### config.mk
export PLATFORM = sky130hd
export DESIGN_NAME = aws_ctrl
export DESIGN_NICKNAME = d
export VERILOG_FILES = /design/src/rtl/aws_pkg.sv /design/src/rtl/aws_ctrl.sv
export SDC_FILE = /design/constraint.sdc
export NUM_CORES = 1
export LEC_CHECK = 0
export ABC_AREA = 1
export ABC_CLOCK_PERIOD_IN_PS = 2740
export BUFFER_PORTS_ARGS = -buffer_cell sky130_fd_sc_hd__buf_2
export CORE_AREA = 2 2 39 41
export DETAILED_ROUTE_END_ITERATION = 8
export DIE_AREA = 0 0 41 43
export GPL_TIMING_DRIVEN = 0
export PLACE_DENSITY = 0.41
export REMOVE_ABC_BUFFERS = 1
export SETUP_SLACK_MARGIN = 0.2
export SKIP_LAST_GASP = 1
export SYNTH_ARGS = -nofsm -noshare
export SYNTH_HDL_FRONTEND = slang
export SYNTH_SLANG_ARGS = --single-unit
### constraint.sdc
create_clock -name aclk -period 2.74 [get_ports aclk]
set_input_delay 0.411 -clock aclk [delete_from_list [all_inputs] [get_ports aclk]]
set_output_delay 0.411 -clock aclk [all_outputs]
set_load 0.05 [all_outputs]
### src/rtl/aws_pkg.sv
// ----------------------------------------------------------------------------
// aws_pkg: shared types and constants for the associative word store
// Holds the request and result word layouts, the status codes, the controller
// state encoding and the command/status bundles between controller and datapath.
// ----------------------------------------------------------------------------
package aws_pkg;

    localparam int ENTRIES_DEFAULT = 128;
    localparam int ADDR_W          = 32;
    localparam int DATA_W          = 32;
    localparam int STATUS_W        = 2;

    // Request kinds.
    localparam logic REQ_READ  = 1'b0;
    localparam logic REQ_WRITE = 1'b1;

    // Result status codes.
    typedef enum logic [STATUS_W-1:0] {
        STAT_OK         = 2'd0,
        STAT_MISALIGNED = 2'd1,
        STAT_FULL       = 2'd2,
        STAT_NOT_FOUND  = 2'd3
    } aws_status_t;

    // One request word.
    typedef struct packed {
        logic              req_type;
        logic [ADDR_W-1:0] address;
        logic [DATA_W-1:0] write_data;
    } aws_req_t;

    // One result word.
    typedef struct packed {
        logic [DATA_W-1:0]   read_data;
        logic [STATUS_W-1:0] status;
    } aws_rsp_t;

    // Controller states.
    typedef enum logic [1:0] {
        ST_IDLE,
        ST_SCAN,
        ST_WAIT
    } aws_state_t;

    // Controller to datapath.
    typedef struct packed {
        logic load;    // capture a new request and restart the scan
        logic scan;    // step the tag scan by one entry
        logic commit;  // apply the write and load the result register
    } aws_cmd_t;

    // Datapath to controller.
    typedef struct packed {
        logic done;      // the request's outcome is known
        logic out_free;  // the result register can take a new word
    } aws_sts_t;

endpackage

### src/rtl/aws_ctrl.sv
// ----------------------------------------------------------------------------
// aws_ctrl: request sequencer for the associative word store
// Accepts a request, runs the tag scan until the outcome is known and then
// commits the result once the result register has room.
// ----------------------------------------------------------------------------
module aws_ctrl (
    input  logic              aclk,
    input  logic              aresetn,
    input  logic              s_valid,
    output logic              s_ready,
    input  aws_pkg::aws_sts_t sts,
    output aws_pkg::aws_cmd_t cmd
);

    aws_pkg::aws_state_t state_reg;
    aws_pkg::aws_state_t state_next;

    always_ff @(posedge aclk) begin
        if (!aresetn) begin
            state_reg <= aws_pkg::ST_IDLE;
        end else begin
            state_reg <= state_next;
        end
    end

    always_comb begin
        state_next = state_reg;
        s_ready    = 1'b0;
        cmd        = '0;
        unique case (state_reg)
            aws_pkg::ST_IDLE: begin
                s_ready = 1'b1;
                if (s_valid) begin
                    cmd.load   = 1'b1;
                    state_next = aws_pkg::ST_SCAN;
                end
            end
            aws_pkg::ST_SCAN: begin
                cmd.scan = 1'b1;
                if (sts.done) begin
                    if (sts.out_free) begin
                        cmd.commit = 1'b1;
                        state_next = aws_pkg::ST_IDLE;
                    end else begin
                        state_next = aws_pkg::ST_WAIT;
                    end
                end
            end
            aws_pkg::ST_WAIT: begin
                if (sts.out_free) begin
                    cmd.commit = 1'b1;
                    state_next = aws_pkg::ST_IDLE;
                end
            end
            default: begin
                state_next = aws_pkg::ST_IDLE;
            end
        endcase
    end

endmodule

==> flow_summary.toml <==
[sta]
fin_crit_sh_pct = 63.8
timing.slew.headroom_pct = 83.5
tightest_slew_ps = 249
post-route-min-period_ps = 1750
slew_violations = 0
skew_ps = 3.63
finalHoldViolations = 0
tns_ps = 0
setup_viol = 0
fmax_ghz = 0.572
rsz0062_at_grt = "false"

[yosys]
synth-seq-cells = 2
synthCells = 30
ys_warn_count = 0
synth_area_um2 = 190
seq_area_frac_synth_pct = 21.1
ys_types = 8
syn_area_per_cell_um2 = 6.34

[clock_tree]
htreeDepth = 1
root_buffer = "clkbuf_4"
cts_made_buffers = 3
cts_hold_buf = 0
cts_buffer_depth = 2
cts_resized = 0
post-cts-setup-buffers = 0
clock-sinks = 2
clk_latency_ps = 230
cts.clk_slew.worst_paths_ps = 30
cts_tree = "done"

[drt]
wl_um = 371
drcViolationCount = 0
viasPerCell = 3.26
ant_nets = 0
drt_first_iter_violations = 2
wl_per_cell_um = 6.51
vias = 186
dr.pass1.iters = 2

[pwr]
swShare_pct = 56.4
finalPower_mw = 0.365
p_sw_mw = 0.206
p_seq_share_pct = 14.1
vdd_drop_max_uv = 261
p_leak_nw = 0.165
power_density_nw_per_um2 = 1340
power_frac_comb_pct = 67.8
pwr-share-clk_pct = 18.1
internal_power_mw = 0.159

[cells_and_area]
drive_gt1_share_pct = 31.7
final_cell_area_um2 = 273
num_antenna_cells = 0
syn2layout_area_growth_pct = 43.4
largest_reg_flops = 2
fin_util_pct = 19.7
final_cell_mix = "nand2_1, buf_2, inv_1, nor2_1, ha_1"
nets = 52

[worst_setup_path]
cp_num_cells = 5
cp_cell_sequence = "inv_1, ha_1, nand2_1, nor2_1, buf_2"
path_max_fanout = 3
worstPathArrival_ps = 1340
slowest_delay_ps = 340
endpoint_kind = "output port"
required_ps = 2330
path_class = "flop to output port"
critPathBufInv = 2
reg2regPathDepth = 6
cp_slowest_cell = "dfxtp_1"
critPathTopFamily = "flip-flops"
start_kind = "flop"

[flow_run]
drv_cap = 0

[status]
run_status = "complete, no violations"

[placement]
dpl_cell_area_um2 = 250
portBuffers = 8
place_congestion = 0.644

[floorplanning]
rows = 14
chipHeight_um = 43
dieArea_um2 = 1760
initial_utilization_pct = 13.7
core_area_um2 = 1380
fp.dieW_um = 41
pin_count = 9

[grt]
grt_overflow = 0
first_global_vias = 182
grt_pass1_wl_um = 676
grt_max_degree = 5
grt_use_total_pct = 6.31
antenna_found_initial = 0

[worst_hold_path]
min_delay_path_depth = 3
hold_path_class = "primary input to flop"
-- power by group through the flow --
stage	combinational [mW]	clock, mW	sequential (mW)
3_3_place_gp	0.254	0	0.0522
3_5_place_dp	0.251	0	0.0521
6_report	0.248	0.0660	0.0514
5_1_grt	0.278	0.0794	0.0534
4_1_cts	0.253	0.0721	0.0517
2_1_floorplan	0.211	0	0.0506
-- final timing paths --
path	endpoint	slack, ps	startpoint
setup / recovery	cmd[0]	990	state_reg[0]
hold / removal	state_reg[0]	420	aresetn
setup reg to reg	state_reg[0]	1620	state_reg[0]
hold reg to reg	state_reg[0]	610	state_reg[0]
-- metrics by stage --
stage	std cells	hold WS (ps)	worst slack, ps
2_1_floorplan	30	531	962
3_3_place_gp	54	608	1210
3_5_place_dp	54	607	1220
4_1_cts	57	409	963
5_1_grt	57	410	874
6_report	57	419	993
-- Yosys cell counts (all sizes together) --
cell type / count / area, um^2
a21oi: 1 / 5.00
nor2: 6 / 22.5
ha: 4 / 50.1
nand2: 9 / 36.3
inv: 7 / 26.3
nand3: 1 / 10.0
dfxtp: 2 / 40.0
-- kinds of logic (layout without fill, tap and decap cells) --
family,count (synthesis),count (layout),synth area share [%]
adder cells (fa/ha/maj),4,4,26.3
buffers and inverters,7,18,13.8
AND/OR/NAND/NOR,16,16,36.2
AO/OA/AOI/OAI,1,1,2.63
flip-flops,2,2,21.1
-- final cells by class --
type / count / area, um^2
fill: 159 / 1110
multi-input combinational: 21 / 124
sequential: 2 / 40.0
timing repair buffer: 8 / 40.0
inverter: 7 / 26.3
clock buffer: 3 / 22.5
tap: 16 / 20.0
-- tightest hold or removal path: stages --
cell     delay [ps]
buf_2           100
nand2_1          50
nor2_1           30
-- per-layer routing --
layer,part of all wire [%],global-route usage [%],vias up,wire [um]
met1,48,7.32,72,178
met2,45,6.88,5,168
met4,0,6.00,0,0
met5,0,0,-,0
li1,-,-,109,-
met3,6.5,4.71,0,24
(Power assumes the default switching activity.)
